==> src/design/spr_pkg.sv <==
// Shared types, constants and the coil sequence table for the half-step positioner.
package spr_pkg;

    // Motor geometry in half steps; home sits at half a revolution
    localparam int unsigned STEPS_PER_REV = 4096;
    localparam int unsigned HOME_STEPS    = STEPS_PER_REV / 2;
    localparam int unsigned SPR_SHIFT     = $clog2(STEPS_PER_REV);

    // Field widths
    localparam int unsigned POS_W     = 13;
    localparam int unsigned CMD_W     = 3;
    localparam int unsigned ANGLE_IN_W = 16;
    localparam int unsigned DELTA_W   = 16;
    localparam int unsigned PHASE_W   = 3;
    localparam int unsigned COIL_W    = 4;
    localparam int unsigned ANGLE_W   = 9;

    // Degree constants
    localparam int unsigned DEG_PER_REV  = 360;
    localparam int unsigned DEG_HALF     = 180;

    // Angle to target: (a*SPR + 180)/360 == ((a*SPR/8) + 22)/45, the /45 done
    // as a multiply by a rounded-up reciprocal (exact for the whole input range)
    localparam int unsigned TGT_Y_W       = 18;
    localparam int unsigned TGT_RECIP     = 372828;
    localparam int unsigned TGT_RECIP_W   = 19;
    localparam int unsigned TGT_SHIFT     = 24;
    localparam int unsigned TGT_PROD_W    = TGT_Y_W + TGT_RECIP_W;
    localparam int unsigned SPR_DIV8      = STEPS_PER_REV / 8;
    localparam int unsigned HALF_DIV8     = DEG_HALF / 8;

    // Position to degrees: pos*360 + SPR/2
    localparam int unsigned DEG_PROD_W = 21;

    // Relative move sum, signed
    localparam int unsigned REL_W = 18;

    typedef enum logic [CMD_W-1:0] {
        CMD_TICK     = 3'd0,
        CMD_MOVE_ABS = 3'd1,
        CMD_MOVE_REL = 3'd2,
        CMD_STOP     = 3'd3,
        CMD_RESUME   = 3'd4
    } cmd_t;

    // Registered command transaction handed to the core
    typedef struct packed {
        logic [CMD_W-1:0]          command;
        logic [POS_W-1:0]          angle_target;
        logic signed [DELTA_W-1:0] step_delta;
    } cmd_item_t;

    // Eight-phase half-step coil sequence, bit0 IN1 .. bit3 IN4
    function automatic logic [COIL_W-1:0] coil_seq(input logic [PHASE_W-1:0] phase);
        logic [COIL_W-1:0] pat;
        unique case (phase)
            3'd0:    pat = 4'd1;
            3'd1:    pat = 4'd9;
            3'd2:    pat = 4'd8;
            3'd3:    pat = 4'd12;
            3'd4:    pat = 4'd4;
            3'd5:    pat = 4'd6;
            3'd6:    pat = 4'd2;
            default: pat = 4'd3;
        endcase
        return pat;
    endfunction

endpackage

==> src/design/stepper_half_step_positioner.sv <==
// Top level of the half-step stepper positioner.
//
// Command channel (cmd_valid/cmd_ready) carries command, target_angle and
// step_delta; each transaction gives exactly one status transaction on the
// status channel (status_valid/status_ready) with coil_pattern, stepped,
// position, angle_deg and idle.
// Commands: tick steps one half step toward the target, move to angle and
// move relative set the target, stop and resume switch the coils.
// The input register captures a command at the edge that accepts it, and the
// execution logic then loads the result register from it, so status_valid
// rises once a command has passed both registers. Throughput is one
// transaction per cycle while the receiver takes each status transaction,
// with the position state in the core updated as each command executes.
// The input register takes a new command while a status transaction waits;
// when the receiver stalls, at most one further command is held before
// cmd_ready drops. Status payload holds steady until taken.
// Reset (rst_n low, asynchronous) returns position and target to half a
// revolution, phase to zero and the coils to energized, and empties both
// stages.
module stepper_half_step_positioner
    import spr_pkg::*;
(
    input  logic                      clk,
    input  logic                      rst_n,
    input  logic                      cmd_valid,
    output logic                      cmd_ready,
    input  logic [CMD_W-1:0]          command,
    input  logic [ANGLE_IN_W-1:0]     target_angle,
    input  logic signed [DELTA_W-1:0] step_delta,
    output logic                      status_valid,
    input  logic                      status_ready,
    output logic [COIL_W-1:0]         coil_pattern,
    output logic                      stepped,
    output logic [POS_W-1:0]          position,
    output logic [ANGLE_W-1:0]        angle_deg,
    output logic                      idle
);

    logic      item_valid;
    cmd_item_t item;
    logic      item_take;

    spr_cmd_stage u_cmd_stage (
        .clk          (clk),
        .rst_n        (rst_n),
        .cmd_valid    (cmd_valid),
        .cmd_ready    (cmd_ready),
        .command      (command),
        .target_angle (target_angle),
        .step_delta   (step_delta),
        .item_valid   (item_valid),
        .item         (item),
        .item_take    (item_take)
    );

    spr_core u_core (
        .clk          (clk),
        .rst_n        (rst_n),
        .item_valid   (item_valid),
        .item         (item),
        .item_take    (item_take),
        .status_valid (status_valid),
        .status_ready (status_ready),
        .coil_pattern (coil_pattern),
        .stepped      (stepped),
        .position     (position),
        .angle_deg    (angle_deg),
        .idle         (idle)
    );

endmodule

==> src/design/spr_cmd_stage.sv <==
// Input register: captures a command transaction and converts the angle to a target.
module spr_cmd_stage
    import spr_pkg::*;
(
    input  logic                      clk,
    input  logic                      rst_n,
    input  logic                      cmd_valid,
    output logic                      cmd_ready,
    input  logic [CMD_W-1:0]          command,
    input  logic [ANGLE_IN_W-1:0]     target_angle,
    input  logic signed [DELTA_W-1:0] step_delta,
    output logic                      item_valid,
    output cmd_item_t                 item,
    input  logic                      item_take
);

    logic                  item_valid_reg;
    logic                  item_valid_next;
    cmd_item_t             item_reg;
    logic [ANGLE_W-1:0]    ang_clamped;
    logic [TGT_Y_W-1:0]    tgt_y;
    logic [TGT_PROD_W-1:0] tgt_prod;
    logic [POS_W-1:0]      tgt_steps;
    logic                  load;

    // Clamp to a full turn, then scale by the reciprocal of 45
    always_comb
    begin
        if (target_angle > ANGLE_IN_W'(DEG_PER_REV))
            ang_clamped = ANGLE_W'(DEG_PER_REV);
        else
            ang_clamped = target_angle[ANGLE_W-1:0];
        tgt_y     = TGT_Y_W'(ang_clamped) * TGT_Y_W'(SPR_DIV8) + TGT_Y_W'(HALF_DIV8);
        tgt_prod  = TGT_PROD_W'(tgt_y) * TGT_PROD_W'(TGT_RECIP);
        tgt_steps = tgt_prod[TGT_SHIFT +: POS_W];
    end

    // Stage accepts when empty or when the core drains it this cycle
    assign cmd_ready       = !item_valid_reg || item_take;
    assign load            = cmd_valid && cmd_ready;
    assign item_valid_next = load ? 1'b1 : (item_take ? 1'b0 : item_valid_reg);

    always_ff @(posedge clk or negedge rst_n)
    begin
        if (!rst_n)
            item_valid_reg <= 1'b0;
        else
            item_valid_reg <= item_valid_next;
    end

    // Payload, no reset needed
    always_ff @(posedge clk)
    begin
        if (load)
        begin
            item_reg.command      <= command;
            item_reg.angle_target <= tgt_steps;
            item_reg.step_delta   <= step_delta;
        end
    end

    assign item_valid = item_valid_reg;
    assign item       = item_reg;

endmodule

==> src/design/spr_core.sv <==
// Positioner state, command execution and the status result register.
module spr_core
    import spr_pkg::*;
(
    input  logic               clk,
    input  logic               rst_n,
    input  logic               item_valid,
    input  cmd_item_t          item,
    output logic               item_take,
    output logic               status_valid,
    input  logic               status_ready,
    output logic [COIL_W-1:0]  coil_pattern,
    output logic               stepped,
    output logic [POS_W-1:0]   position,
    output logic [ANGLE_W-1:0] angle_deg,
    output logic               idle
);

    logic [POS_W-1:0]      position_reg,  position_next;
    logic [POS_W-1:0]      target_reg,    target_next;
    logic [PHASE_W-1:0]    phase_reg,     phase_next;
    logic                  coils_on_reg,  coils_on_next;
    logic                  status_valid_reg, status_valid_next;
    logic [COIL_W-1:0]     coil_pattern_reg, coil_pattern_next;
    logic                  stepped_reg,   stepped_next;
    logic [POS_W-1:0]      position_out_reg;
    logic [ANGLE_W-1:0]    angle_deg_reg, angle_deg_next;
    logic                  idle_reg,      idle_next;

    logic                  load;
    logic signed [REL_W-1:0] rel_sum;
    logic [POS_W-1:0]      rel_target;
    logic [POS_W-1:0]      new_target;
    logic                  set_target;
    logic [DEG_PROD_W-1:0] deg_scaled;

    // Result slot free or being emptied: execute the pending transaction
    assign load      = item_valid && (!status_valid_reg || status_ready);
    assign item_take = load;

    // Relative target, saturated to one revolution
    always_comb
    begin
        rel_sum = REL_W'($signed({1'b0, position_reg})) + REL_W'(item.step_delta);
        if (rel_sum < $signed(REL_W'(0)))
            rel_target = '0;
        else if (rel_sum > $signed(REL_W'(STEPS_PER_REV)))
            rel_target = POS_W'(STEPS_PER_REV);
        else
            rel_target = rel_sum[POS_W-1:0];
    end

    // Command decode and next state
    always_comb
    begin
        position_next = position_reg;
        target_next   = target_reg;
        phase_next    = phase_reg;
        coils_on_next = coils_on_reg;
        stepped_next  = 1'b0;
        new_target    = item.angle_target;
        set_target    = 1'b0;
        unique case (item.command)
            CMD_TICK:
            begin
                if (position_reg != target_reg)
                begin
                    if (position_reg < target_reg)
                    begin
                        if (position_reg < POS_W'(STEPS_PER_REV))
                        begin
                            phase_next    = phase_reg + PHASE_W'(1);
                            position_next = position_reg + POS_W'(1);
                        end
                    end
                    else if (position_reg != '0)
                    begin
                        phase_next    = phase_reg - PHASE_W'(1);
                        position_next = position_reg - POS_W'(1);
                    end
                    coils_on_next = 1'b1;
                    stepped_next  = 1'b1;
                end
            end
            CMD_MOVE_ABS:
            begin
                new_target = item.angle_target;
                set_target = 1'b1;
            end
            CMD_MOVE_REL:
            begin
                new_target = rel_target;
                set_target = 1'b1;
            end
            CMD_STOP:   coils_on_next = 1'b0;
            CMD_RESUME: coils_on_next = 1'b1;
            default:    ;
        endcase
        // A move onto the current position keeps any move in progress
        if (set_target && (new_target != position_reg))
            target_next = new_target;
    end

    // Status fields from the updated state
    always_comb
    begin
        coil_pattern_next = coils_on_next ? coil_seq(phase_next) : '0;
        deg_scaled = DEG_PROD_W'(position_next) * DEG_PROD_W'(DEG_PER_REV)
                   + DEG_PROD_W'(HOME_STEPS);
        angle_deg_next = deg_scaled[SPR_SHIFT +: ANGLE_W];
        idle_next      = (position_next == target_next);
        if (load)
            status_valid_next = 1'b1;
        else if (status_ready)
            status_valid_next = 1'b0;
        else
            status_valid_next = status_valid_reg;
    end

    // Control state
    always_ff @(posedge clk or negedge rst_n)
    begin
        if (!rst_n)
        begin
            position_reg     <= POS_W'(HOME_STEPS);
            target_reg       <= POS_W'(HOME_STEPS);
            phase_reg        <= '0;
            coils_on_reg     <= 1'b1;
            status_valid_reg <= 1'b0;
        end
        else
        begin
            status_valid_reg <= status_valid_next;
            if (load)
            begin
                position_reg <= position_next;
                target_reg   <= target_next;
                phase_reg    <= phase_next;
                coils_on_reg <= coils_on_next;
            end
        end
    end

    // Result payload
    always_ff @(posedge clk)
    begin
        if (load)
        begin
            coil_pattern_reg <= coil_pattern_next;
            stepped_reg      <= stepped_next;
            position_out_reg <= position_next;
            angle_deg_reg    <= angle_deg_next;
            idle_reg         <= idle_next;
        end
    end

    assign status_valid = status_valid_reg;
    assign coil_pattern = coil_pattern_reg;
    assign stepped      = stepped_reg;
    assign position     = position_out_reg;
    assign angle_deg    = angle_deg_reg;
    assign idle         = idle_reg;

    // Position and target never leave one revolution
    a_range: assert property (@(posedge clk) disable iff (!rst_n)
        (position_reg <= POS_W'(STEPS_PER_REV)) && (target_reg <= POS_W'(STEPS_PER_REV)))
        else $error("position or target beyond one revolution");

    // At most one half step per cycle
    a_one_step: assert property (@(posedge clk) disable iff (!rst_n)
        1'b1 |=> (position_reg == $past(position_reg))
              || (position_reg == $past(position_reg) + POS_W'(1))
              || (position_reg == $past(position_reg) - POS_W'(1)))
        else $error("position jumped by more than one half step");

    // A stepping tick really moves the rotor
    a_step_moves: assert property (@(posedge clk) disable iff (!rst_n)
        (load && stepped_next) |=> (position_reg != $past(position_reg)))
        else $error("tick reported a step without moving");

    // Pending result agrees with the state it reports
    a_idle_match: assert property (@(posedge clk) disable iff (!rst_n)
        status_valid_reg |-> (idle_reg == (position_reg == target_reg))
                          && (position_out_reg == position_reg))
        else $error("status result out of step with state");

    // Coils off means no drive
    a_coils_off: assert property (@(posedge clk) disable iff (!rst_n)
        (status_valid_reg && !coils_on_reg) |-> (coil_pattern_reg == '0))
        else $error("coil drive while stopped");

endmodule
==> config.mk <==
export PLATFORM = sky130hd
export DESIGN_NAME = stepper_half_step_positioner
export DESIGN_NICKNAME = d
export VERILOG_FILES = /design/src/design/spr_pkg.sv /design/src/design/stepper_half_step_positioner.sv /design/src/design/spr_cmd_stage.sv /design/src/design/spr_core.sv
export SDC_FILE = /design/constraint.sdc
export NUM_CORES = 1
export LEC_CHECK = 0
export ABC_CLOCK_PERIOD_IN_PS = 9150
export BUFFER_PORTS_ARGS = -buffer_cell sky130_fd_sc_hd__clkbuf_2
export CAP_MARGIN = 20
export CORE_ASPECT_RATIO = 2
export CORE_MARGIN = 2
export CORE_UTILIZATION = 63
export DETAILED_ROUTE_END_ITERATION = 10
export MAX_ROUTING_LAYER = met4
export PLACE_DENSITY = 0.83
export SLEW_MARGIN = 25
export SYNTH_ARGS = -nofsm -noshare
export SYNTH_HDL_FRONTEND = slang
export SYNTH_SLANG_ARGS = --single-unit
==> constraint.sdc <==
create_clock -name clk -period 9.15 [get_ports clk]
set_input_delay 0.4575 -clock clk [delete_from_list [all_inputs] [get_ports clk]]
set_output_delay 0.4575 -clock clk [all_outputs]
set_load 0.005 [all_outputs]
==> run_results.csv, run 1 <==
group,metric,value,unit
layout,layout-drive-gt1-share,9.928,%
sta,skew,0.01072,ns
global_route,global_route.overflow_total,0,
pwr,worst_ir_drop_vdd,313.9,uV
route,detail_route.wl_per_cell,18.07,um
global_route,global_route.usage.met1,41.34,%
die,fp.dieArea,16840,sq um
logic_synthesis,postSynthNetCount,1301,
die,row_count,65,
setup_path,cp_data_required_time,9.24,ns
sta,timing.slew.headroom,33.39,%
sta,grt_setup_unrepaired,"false",
job,timing.max_cap.violations,0,
pwr,internal_power,0.001639,W
setup_path,critical_path.max_stage_delay,0.63,ns
layout,postLayoutCoreUtil,68.86,%
clock_tree,cts_tree,"yes",
route,detail-route-antenna-nets,0,
layout,num-nets-final,1362,
setup_path,timing.critical_path.fanout_max,13,
setup_path,reg2regPathDepth,31,
route,first_iter_violations,496,
setup_path,critical_path.endpoint_type,"flip-flop",
pwr,p_sw,0.001407,W
logic_synthesis,syn-instance-count,1052,
logic_synthesis,synth_cell_type_count,77,
outcome,run_status,"finished, final reports clean",
pwr,power.clock.fraction,12.5,%
sta,fmaxAchievable,0.1206,GHz
clock_tree,cts_max_path_buffers,2,
die,floorplan.initialDensity,63.59,%
setup_path,critPathLaunch,"u_core.position_reg[5]$_DFFE_PN0P_",
placement,post-dp-hpwl,19330,um
setup_path,startpoint_type,"flip-flop",
logic_synthesis,synth_enable_flop_cells,60,
clock_tree,clk_pin_slew_worst_paths,0.07,ns
setup_path,worstReg2RegStart,"u_core.position_reg[5]$_DFFE_PN0P_",
logic_synthesis,ys_seq_elements,92,
global_route,number_of_antenna_violations_at_the_first_check_in_global_routing,0,
die,die_w,92.77,um
die,boundaryPins,69,
pwr,sw_frac_of_total,46.19,%
layout,num_antenna_cells,0,
setup_path,reg2reg_slack,0.86,ns
global_route,grt_util_all_layers,30.47,%
sta,final.period_utilization,90.61,%
sta,final_max_slew_viol_count,0,
sta,tns,0,ns
die,placeableCoreArea,15620,sq um
clock_tree,post-cts-setup-buffer-count,0,
clock_tree,clock-root-buffer,"clkbuf_16",
layout,max_ffs_per_register,32,
route,route.vias.total,7868,
global_route,grt_pass1_wl,39480,um
global_route,grt_pass1_vias,7853,
min_path,timing.hold.worst.class,"input pin to asynchronous set/reset pin",
global_route,grt_most_used_layer,"met2",
global_route,grt_use_met3,2.241,%
setup_path,reg2reg_to,"u_core.angle_deg[8]$_DFFE_PP_",
clock_tree,clock_insertion_delay_worst_skew,0.35,ns
clock_tree,post_cts.resized_instances,0,
setup_path,crit_path_top_delay_cell,"dfrtp_1",
route,finalWirelength,23840,um
global_route,grt_max_degree,34,
logic_synthesis,synth-warning-count,0,
route,detailedRoute.firstPassIterationCount,5,
logic_synthesis,dominantRegCellSynth,"edfxtp_1",
logic_synthesis,synth.area.top_cells,"ha_1, edfxtp_1, fa_1",
sta,timing_worst_slew_pin_value,0.9992,ns
pwr,p_leak,5.184,nW
route,drt-vias-per-instance,5.965,
logic_synthesis,yosysSeqAreaShare,26.25,%
clock_tree,cts_made_buffers,9,
sta,finalSetupViolations,0,
setup_path,worstSetupPathType,"flip-flop to flip-flop",
logic_synthesis,synth-async-reset-ratio,34.78,%
clock_tree,cts.htree.levels,3,
pwr,power.sequential.fraction,24.0,%
placement,routabilityCongestion,0.9898,
sta,final_period_minus_worst_setup_slack,8.291,ns
sta,whs,0.2023,ns
route,drc_errors,0,
layout,areaGrowthSynthToFinish,8.291,%
die,die_y,181.5,um
setup_path,cp.arrival,8.38,ns
clock_tree,numClockSinks,92,
logic_synthesis,yosysTopAreaCellShare,19.91,%
sta,final_hold_viol_count,0,
pwr,power.density,283.3,nW/um^2
pwr,combinationalPowerShare,63.5,%
global_route,grt_use_met2,47.54,%
clock_tree,hold_buffers,0,
logic_synthesis,synth_largest_area_cell,"ha_1",
placement,buffer_ports.inserted,68,
setup_path,critPathMostFrequentCell,"o21a_1",
logic_synthesis,postSynthAreaPerCell,9.439,sq um
logic_synthesis,mappedNetlistArea,9930,sq um
==> power groups by stage <==
stage | clock [W] | sequential (W) | combinational, W
floorplan | 0 | 0.000686 | 0.00146
global placement | 0 | 0.000732 | 0.00183
detailed placement | 0 | 0.000735 | 0.00190
CTS | 0.000384 | 0.000727 | 0.00192
global route | 0.000397 | 0.000741 | 0.00220
finish | 0.000381 | 0.000731 | 0.00193
==> layer usage <==
layer | wire [um] | share of wire, %
met1 | 10750 | 45
met2 | 11390 | 48
met3 | 814 | 3.4
met4 | 884 | 3.7
met5 | 0 | 0
==> critical path, delay by kind of cell (launching register included) <==
kind,cells,cell delay [ns]
AO/OA/AOI/OAI,14,3.12
adder cells (fa/ha/maj),5,1.73
AND/OR/NAND/NOR,7,1.69
flip-flops,1,0.63
XOR/XNOR,2,0.54
buffers and inverters,3,0.29
==> cell type report <==
cell class / count / area [sq um]
fill: 1275 / 4862
sequential: 92 / 2606
tap: 201 / 251.5
multi-input combinational: 764 / 6570
clock buffer: 14 / 254.0
clock inverter: 2 / 36.28
timing repair buffer: 75 / 392.9
inverter: 171 / 641.9
==> layout by cell type (no fill, tap or decap), types with 14 or more instances in the layout <==
cell type    n
a21o_1      14
a21oi_1     46
clkbuf_2    68
dfrtp_1     29
edfxtp_1    60
fa_1        52
ha_1       158
inv_1      171
nand2_1     92
nand3_1     14
nor2_1      55
nor3_1      18
o21ai_0     36
xnor2_1     52
xor2_1      30
==> worst max-delay path by stage <==
stage                                    endpoint  slack [ns]
CTS                 u_core.angle_deg[8]$_DFFE_PP_        0.91
detailed placement  u_core.angle_deg[8]$_DFFE_PP_        0.97
floorplan           u_core.angle_deg[8]$_DFFE_PP_        1.83
global route        u_core.angle_deg[8]$_DFFE_PP_        0.40
finish              u_core.angle_deg[8]$_DFFE_PP_        0.86
global placement    u_core.angle_deg[8]$_DFFE_PP_        1.26
==> cell families after synthesis <==
family / Yosys count / share of synthesized area [%]
multiplexers: 18 / 1.877
AND/OR/NAND/NOR: 257 / 12.73
flip-flops: 92 / 26.25
AO/OA/AOI/OAI: 197 / 13.87
XOR/XNOR: 82 / 7.233
buffers and inverters: 196 / 7.649
adder cells (fa/ha/maj): 210 / 30.39
==> per-stage QoR <==
stage | worst slack, ns | cell area (sq um) | total power [W] | instances
2_1_floorplan | 1.835 | 9930 | 0.002151 | 1052
3_3_place_gp | 1.259 | 10460 | 0.002566 | 1303
3_5_place_dp | 0.9685 | 10460 | 0.002638 | 1303
4_1_cts | 0.9144 | 10750 | 0.003035 | 1319
5_1_grt | 0.3958 | 10750 | 0.003339 | 1319
6_report | 0.8594 | 10750 | 0.003046 | 1319
==> cell usage after synthesis (14+ instances only) <==
library cell	count
nor3_1	18
fa_1	52
a21oi_1	46
dfrtp_1	29
edfxtp_1	60
nor2_1	55
ha_1	158
nand3_1	14
inv_1	171
xor2_1	30
o21ai_0	36
nand2_1	92
a21o_1	14
clkbuf_1	20
xnor2_1	52
Note: power is estimated with default switching activity, not from simulation.
==> inputs of run 2 (changes only) <==
ABC_AREA = 1   (was default)
RECOVER_POWER = 100   (was default)
==> run 2 against run 1 <==
- the flow now finishes with violations (max-capacitance violations, max-slew violations)
- largest cell class unchanged
- sequential power rose by 2%
- clock-buffer cell count is 5 lower
- combinational power increased by 7%
==> run_results.csv, run 2 <==
group,metric,value,unit
pwr,combinationalPowerShare,64.5,%
logic_synthesis,library_cell_with_the_highest_instance_count_after_synthesis,"nand2_1",
sta,timing_worst_slew_pin_value,2.148,ns
logic_synthesis,largest_family_of_logic_cells_by_synthesized_area,"adder cells",
global_route,number_of_antenna_violations_at_the_first_check_in_global_routing,0,
logic_synthesis,synth_cell_type_count,47,
global_route,global_route.overflow_total,0,
route,detail-route-antenna-nets,0,
pwr,p_leak,5.835,nW
logic_synthesis,synth-warning-count,0,
die,row_count,65,
logic_synthesis,postSynthNetCount,1527,
setup_path,startpoint_type,"flip-flop",
route,first_iter_violations,391,
clock_tree,clock_insertion_delay_worst_skew,0.36,ns
die,die_w,93.63,um
die,fp.dieArea,17160,sq um
setup_path,cp_data_required_time,9.26,ns
logic_synthesis,ys_seq_elements,92,
die,placeableCoreArea,15780,sq um
clock_tree,cts_max_path_buffers,2,
layout,layout-drive-gt1-share,5.935,%
sta,final_max_slew_viol_count,128,
clock_tree,post_cts.resized_instances,0,
sta,tns,0,ns
placement,post-dp-hpwl,21020,um
global_route,grt_pass1_wl,42560,um
setup_path,critPathMostFrequentCell,"nand2_1",
placement,dpl-instance-area,10660,sq um
logic_synthesis,yosys.area_share.simple,22.45,%
outcome,failed_checks,"max-capacitance violations, max-slew violations",
setup_path,crit_path_top_delay_cell,"fa_1",
logic_synthesis,dominantRegCellSynth,"edfxtp_1",
logic_synthesis,yosysTopAreaCellShare,19.53,%
clock_tree,hold_buffers,0,
die,boundaryPins,69,
setup_path,critical_path.max_stage_delay,0.54,ns
logic_synthesis,synth.area.top_cells,"ha_1, edfxtp_1, nand2_1",
clock_tree,cts_made_buffers,9,
logic_synthesis,yosysSeqAreaShare,25.75,%
pwr,p_sw,0.001601,W
layout,commonest_non_fill_non_tap_cells_in_the_layout,"nand2_1, inv_1, ha_1",
layout,num_antenna_cells,0,
sta,whs,0.2738,ns
pwr,worst_ir_drop_vdd,345.9,uV
sta,finalSetupViolations,0,
sta,grt_setup_unrepaired,"false",
logic_synthesis,syn-instance-count,1278,
sta,timing.slew.headroom,-44.02,%
sta,fmaxAchievable,0.1453,GHz
logic_synthesis,commonest_cells_in_the_synthesized_netlist,"nand2_1, inv_1, ha_1",
route,finalWirelength,25840,um
job,timing.max_cap.violations,3,
global_route,grt_util_all_layers,33.18,%
clock_tree,cts.htree.levels,3,
clock_tree,numClockSinks,92,
logic_synthesis,postSynthAreaPerCell,7.920,sq um
die,die_y,183.3,um
route,route.vias.total,8664,
min_path,timing.hold.worst.class,"input pin to flip-flop",
route,drt-vias-per-instance,5.593,
layout,areaGrowthSynthToFinish,7.775,%
logic_synthesis,synth-compound-area-share,6.712,%
placement,routabilityCongestion,0.9783,
route,drc_errors,0,
layout,num-nets-final,1592,
logic_synthesis,synth_xor_xnor_area_share,4.845,%
pwr,power.clock.fraction,12.3,%
clock_tree,cts_tree,"yes",
placement,buffer_ports.inserted,68,
clock_tree,clock-root-buffer,"clkbuf_16",
setup_path,worstSetupPathType,"flip-flop to flip-flop",
logic_synthesis,synth-async-reset-ratio,34.78,%
logic_synthesis,mappedNetlistArea,10120,sq um
sta,skew,0.005882,ns
outcome,run_status,"finished, violations left",
die,floorplan.initialDensity,64.16,%
logic_synthesis,post_synth_adder_cell_area,29.81,%
logic_synthesis,synth_largest_area_cell,"ha_1",
setup_path,critical_path.endpoint_type,"flip-flop",
route,detailedRoute.firstPassIterationCount,5,
clock_tree,post-cts-setup-buffer-count,0,
sta,final_period_minus_worst_setup_slack,6.882,ns
layout,final_common_cell,"nand2_1",
pwr,internal_power,0.001597,W
logic_synthesis,post_synth_mux_area_share,0,%
setup_path,cp.arrival,7.00,ns
pwr,power.sequential.fraction,23.2,%
layout,max_ffs_per_register,32,
pwr,power.density,293.1,nW/um^2
route,detail_route.wl_per_cell,16.68,um
sta,final.period_utilization,75.22,%
global_route,grt_max_degree,62,
setup_path,timing.critical_path.fanout_max,18,
pwr,sw_frac_of_total,50.06,%
sta,final_hold_viol_count,0,
logic_synthesis,synth_enable_flop_cells,60,
layout,stdcell_area,10910,sq um
clock_tree,clk_pin_slew_worst_paths,0.07,ns
global_route,grt_pass1_vias,9043,
-- run 2: cell types whose count changed in the layout (fill, tap and decap cells not counted), moves of 18 or more --
cell      previous run  this run
xnor2_1             52        14
inv_1              171       247
o21ai_0             36        58
nand2_1             92       307
nand3_1             14        90
nand3b_1             1        19
clkbuf_1             4        30
clkbuf_2            68        42
-- run 2: cell families (layout without fill, tap and decap cells) --
family / count (synthesis) / count (layout)
fa+ha+maj: 210 / 210
simple gates: 523 / 523
buf+inv: 274 / 344
xor+xnor: 56 / 56
flops: 92 / 92
compound gates: 123 / 123
-- run 2: cell type report --
cell class              instances  area [sq um]
well taps                     201         251.5
flip-flops and latches         92          2606
clock inverters                 7         86.33
clock buffers                   9         225.2
multi-input cells             912          6447
inverters                     254         954.7
fillers                      1350          4868
repair buffers                 74         337.8
-- run 2: worst paths after layout --
kind / from / end / slack (ns) / depth (start not counted)
max: u_core.position_reg[7]$_DFFE_PN0P_ / u_core.angle_deg[8]$_DFFE_PP_ / 2.27 / 34
min: step_delta[12] / u_cmd_stage.item[12]$_DFFE_PP_ / 0.27 / 1
max reg2reg: u_core.position_reg[7]$_DFFE_PN0P_ / u_core.angle_deg[8]$_DFFE_PP_ / 2.27 / 34
min reg2reg: u_core.coils_on_reg$_DFFE_PN1P_ / u_core.coils_on_reg$_DFFE_PN1P_ / 0.48 / 2
max in group asynchronous: rst_n / u_core.position_reg[3]$_DFFE_PN0P_ / 7.49 / 1
min in group asynchronous: rst_n / u_core.target_reg[7]$_DFFE_PN0P_ / 0.59 / 1
-- run 2: critical path: cells and delay by family (launching register included) --
family          cells  cell delay [ns]
compound gates      4             0.79
xor+xnor            3             0.67
buf+inv             5             0.70
flops               1             0.52
fa+ha+maj           5             2.01
simple gates       17             1.90
-- run 2: per-layer routing --
metal / share of wire [%] / global-route usage (%) / routed length (um)
met5: 0 / - / 0
met4: 8.3 / 23.71 / 2136
met2: 54 / 60.03 / 13970
met3: 3.8 / 3.821 / 981
met1: 34 / 31.71 / 8759
-- run 2: power groups by stage --
stage          combinational, W  clock, W  sequential, W
2_1_floorplan           0.00152         0       0.000703
4_1_cts                 0.00207  0.000398       0.000739
5_1_grt                 0.00236  0.000409       0.000756
3_3_place_gp            0.00198         0       0.000744
6_report                0.00206  0.000393       0.000743
3_5_place_dp            0.00203         0       0.000746
-- run 2: stage by stage --
stage | utilization [%] | setup WS, ns | cells | power, W
final | 69.14 | 2.268 | 1549 | 0.003197
after detailed placement | 67.57 | 2.360 | 1533 | 0.002779
after global routing | 69.14 | 1.645 | 1549 | 0.003526
after CTS | 69.55 | 2.341 | 1549 | 0.003206
after floorplan | - | 3.234 | 1278 | 0.002227
after global placement | 67.57 | 2.537 | 1533 | 0.002729
==> inputs of run 3 (changes only) <==
ABC_CLOCK_PERIOD_IN_PS = 6000   (was 9150)
CORE_UTILIZATION = 57   (was 63)
PLACE_DENSITY = 0.79   (was 0.83)
clock period = 6 ns   (was 9.15 ns; I/O delays follow)
==> run 3 against run 2 <==
- the run still ends with max-capacitance violations, max-slew violations left
- clock power increased by 64%
- non-clock buffer count up 76
- via count grew 2.6%
- die area is 10% higher
- routed wire length is 3.0% higher
- maximum frequency rose by 18%
- worst setup slack got worse by 2.1 ns
- clock skew increased by 0.0028 ns
- design area is 9.2% higher
- sequential power grew 45%
- worst hold slack got worse by 0.15 ns
- sequential share of layout area decreased by 2.0 points
- critical endpoint unchanged
- largest power group unchanged
==> run_results.csv, run 3 (synthesized netlist as in run 2, its figures left out) <==
group,metric,value,unit
pwr,power.density,492.5,nW/um^2
layout,postLayoutCoreUtil,67.65,%
setup_path,worstReg2RegStart,"u_core.target_reg[11]$_DFFE_PN1P_",
pwr,power.clock.fraction,11.0,%
clock_tree,cts_made_buffers,9,
die,die_w,98.23,um
layout,final_common_cell,"nand2_1",
placement,buffer_ports.inserted,68,
clock_tree,clock-root-buffer,"clkbuf_16",
global_route,grt_max_degree,62,
pwr,sw_frac_of_total,47.04,%
placement,post-dp-hpwl,21240,um
route,detail_route.wl_per_cell,16.26,um
global_route,grt_pass1_wl,41860,um
route,drc_errors,0,
layout,max_ffs_per_register,32,
die,boundaryPins,69,
route,detailedRoute.firstPassIterationCount,9,
min_path,hold_end,"u_cmd_stage.item[15]$_DFFE_PP_",
pwr,internal_power,0.003107,W
die,floorplan.initialDensity,57.47,%
sta,final_period_minus_worst_setup_slack,5.826,ns
setup_path,critPathLaunch,"u_core.target_reg[11]$_DFFE_PN1P_",
clock_tree,cts_max_path_buffers,2,
layout,num_antenna_cells,0,
sta,final_max_slew_viol_count,33,
clock_tree,cts.htree.levels,3,
setup_path,critical_path.endpoint_type,"flip-flop",
route,first_iter_violations,667,
die,die_y,192.5,um
sta,whs,0.1197,ns
pwr,power.sequential.fraction,18.3,%
sta,skew,0.008708,ns
placement,routabilityCongestion,0.9653,
setup_path,cp.arrival,5.92,ns
sta,final.period_utilization,97.11,%
pwr,post-layout-total-power,0.005867,W
clock_tree,cts_tree,"yes",
sta,final_hold_viol_count,0,
setup_path,reg2reg_to,"u_core.angle_deg[8]$_DFFE_PP_",
outcome,run_status,"finished, violations left",
min_path,whs_path_depth,1,
clock_tree,clock_insertion_delay_worst_skew,0.35,ns
pwr,p_sw,0.002760,W
setup_path,crit_path_top_delay_cell,"dfstp_2",
layout,commonest_non_fill_non_tap_cells_in_the_layout,"nand2_1, inv_1, ha_1",
setup_path,timing.critical_path.fanout_max,3,
sta,timing.slew.headroom,-27.75,%
setup_path,worstSetupPathType,"flip-flop to flip-flop",
route,route.vias.total,8887,
sta,grt_setup_unrepaired,"true",
global_route,global_route.overflow_total,0,
global_route,global_route.usage.met1,34.42,%
pwr,combinationalPowerShare,70.7,%
global_route,grt_pass1_vias,8729,
die,placeableCoreArea,17610,sq um
setup_path,critical_path.max_stage_delay,0.54,ns
job,timing.max_cap.violations,1,
layout,num-nets-final,1668,
sta,fmaxAchievable,0.1716,GHz
global_route,grt_use_met3,2.354,%
route,detail-route-antenna-nets,0,
setup_path,cp_data_required_time,6.10,ns
global_route,grt_most_used_layer,"met2",
layout,layout-drive-gt1-share,16.29,%
layout,areaGrowthSynthToFinish,17.70,%
route,drt-vias-per-instance,5.429,
route,finalWirelength,26630,um
global_route,number_of_antenna_violations_at_the_first_check_in_global_routing,0,
setup_path,reg2regPathDepth,37,
setup_path,startpoint_type,"flip-flop",
clock_tree,numClockSinks,92,
pwr,worst_ir_drop_vdd,319.2,uV
setup_path,reg2reg_slack,0.17,ns
die,row_count,69,
sta,finalSetupViolations,0,
sta,timing_worst_slew_pin_value,1.916,ns
clock_tree,clk_pin_slew_worst_paths,0.07,ns
outcome,failed_checks,"max-capacitance violations, max-slew violations",
min_path,hold_path_startpoint,"step_delta[15]",
die,fp.dieArea,18910,sq um
min_path,timing.hold.worst.class,"input pin to flip-flop",
global_route,grt_util_all_layers,28.51,%
setup_path,critPathMostFrequentCell,"nand2_2",
pwr,p_leak,6.273,nW
global_route,grt_use_met2,50.03,%
==> run 3: how the worst max path moves through the flow <==
stage                                           to  cells after the start
global route         u_core.angle_deg[8]$_DFFE_PP_                     37
finish               u_core.angle_deg[8]$_DFFE_PP_                     37
global placement     u_core.angle_deg[8]$_DFFE_PP_                     37
CTS                  u_core.angle_deg[8]$_DFFE_PP_                     37
detailed placement  u_cmd_stage.item[25]$_DFFE_PP_                     32
floorplan           u_cmd_stage.item[25]$_DFFE_PP_                     31
==> run 3: critical path: cells and delay by family, from the launching register on <==
family	cells	cell delay (ns)
and+or+nand+nor	19	1.73
buffers and inverters	7	0.56
AOI/OAI and AO/OA	3	0.29
xor gates and xnor gates	3	0.61
DFF	1	0.54
adders and majority gates	5	1.84
==> run 3: per-stage QoR <==
stage,setup WS (ns),cells,instance area (sq um),setup TNS [ns]
6_report,0.1737,1637,11910,0
5_1_grt,-0.2469,1637,11910,-0.7185
4_1_cts,0.008819,1624,11500,0
3_5_place_dp,-0.09708,1607,11140,-0.2621
3_3_place_gp,0.08520,1607,11140,0
2_1_floorplan,0.2412,1278,10120,0
==> run 3: area by class of cell <==
cell class	count	area (sq um)
Multi-Input combinational cell	912	6818
Fill cell	1453	5698
Sequential cell	92	2608
Inverter	254	957.2
Timing Repair Buffer	150	938.4
Tap cell	213	266.5
Clock buffer	10	239.0
Clock inverter	6	87.58
==> run 3: timing repair <==
item	in CTS	in global routing
setup buffers	1	13
hold endpoints to repair	0	0
hold buffers	0	0
endpoints found under the setup margin	2	8
pin swaps	2	31
resized for setup	6	68
==> run 3: metal layers <==
| layer | routed length, um | share of wire [%] |
|---|---|---|
| met1 | 10900 | 41 |
| met2 | 13880 | 52 |
| met3 | 979 | 3.7 |
| met4 | 869 | 3.3 |
| met5 | 0 | 0 |
==> run 3: power by group through the flow <==
| stage | Sequential [W] | Combinational, W | Clock [W] |
|---|---|---|---|
| final | 0.00108 | 0.00415 | 0.000645 |
| after global placement | 0.00107 | 0.00355 | 0 |
| after detailed placement | 0.00108 | 0.00366 | 0 |
| after floorplan | 0.00107 | 0.00232 | 0 |
| after CTS | 0.00106 | 0.00374 | 0.000652 |
| after global routing | 0.00109 | 0.00463 | 0.000671 |
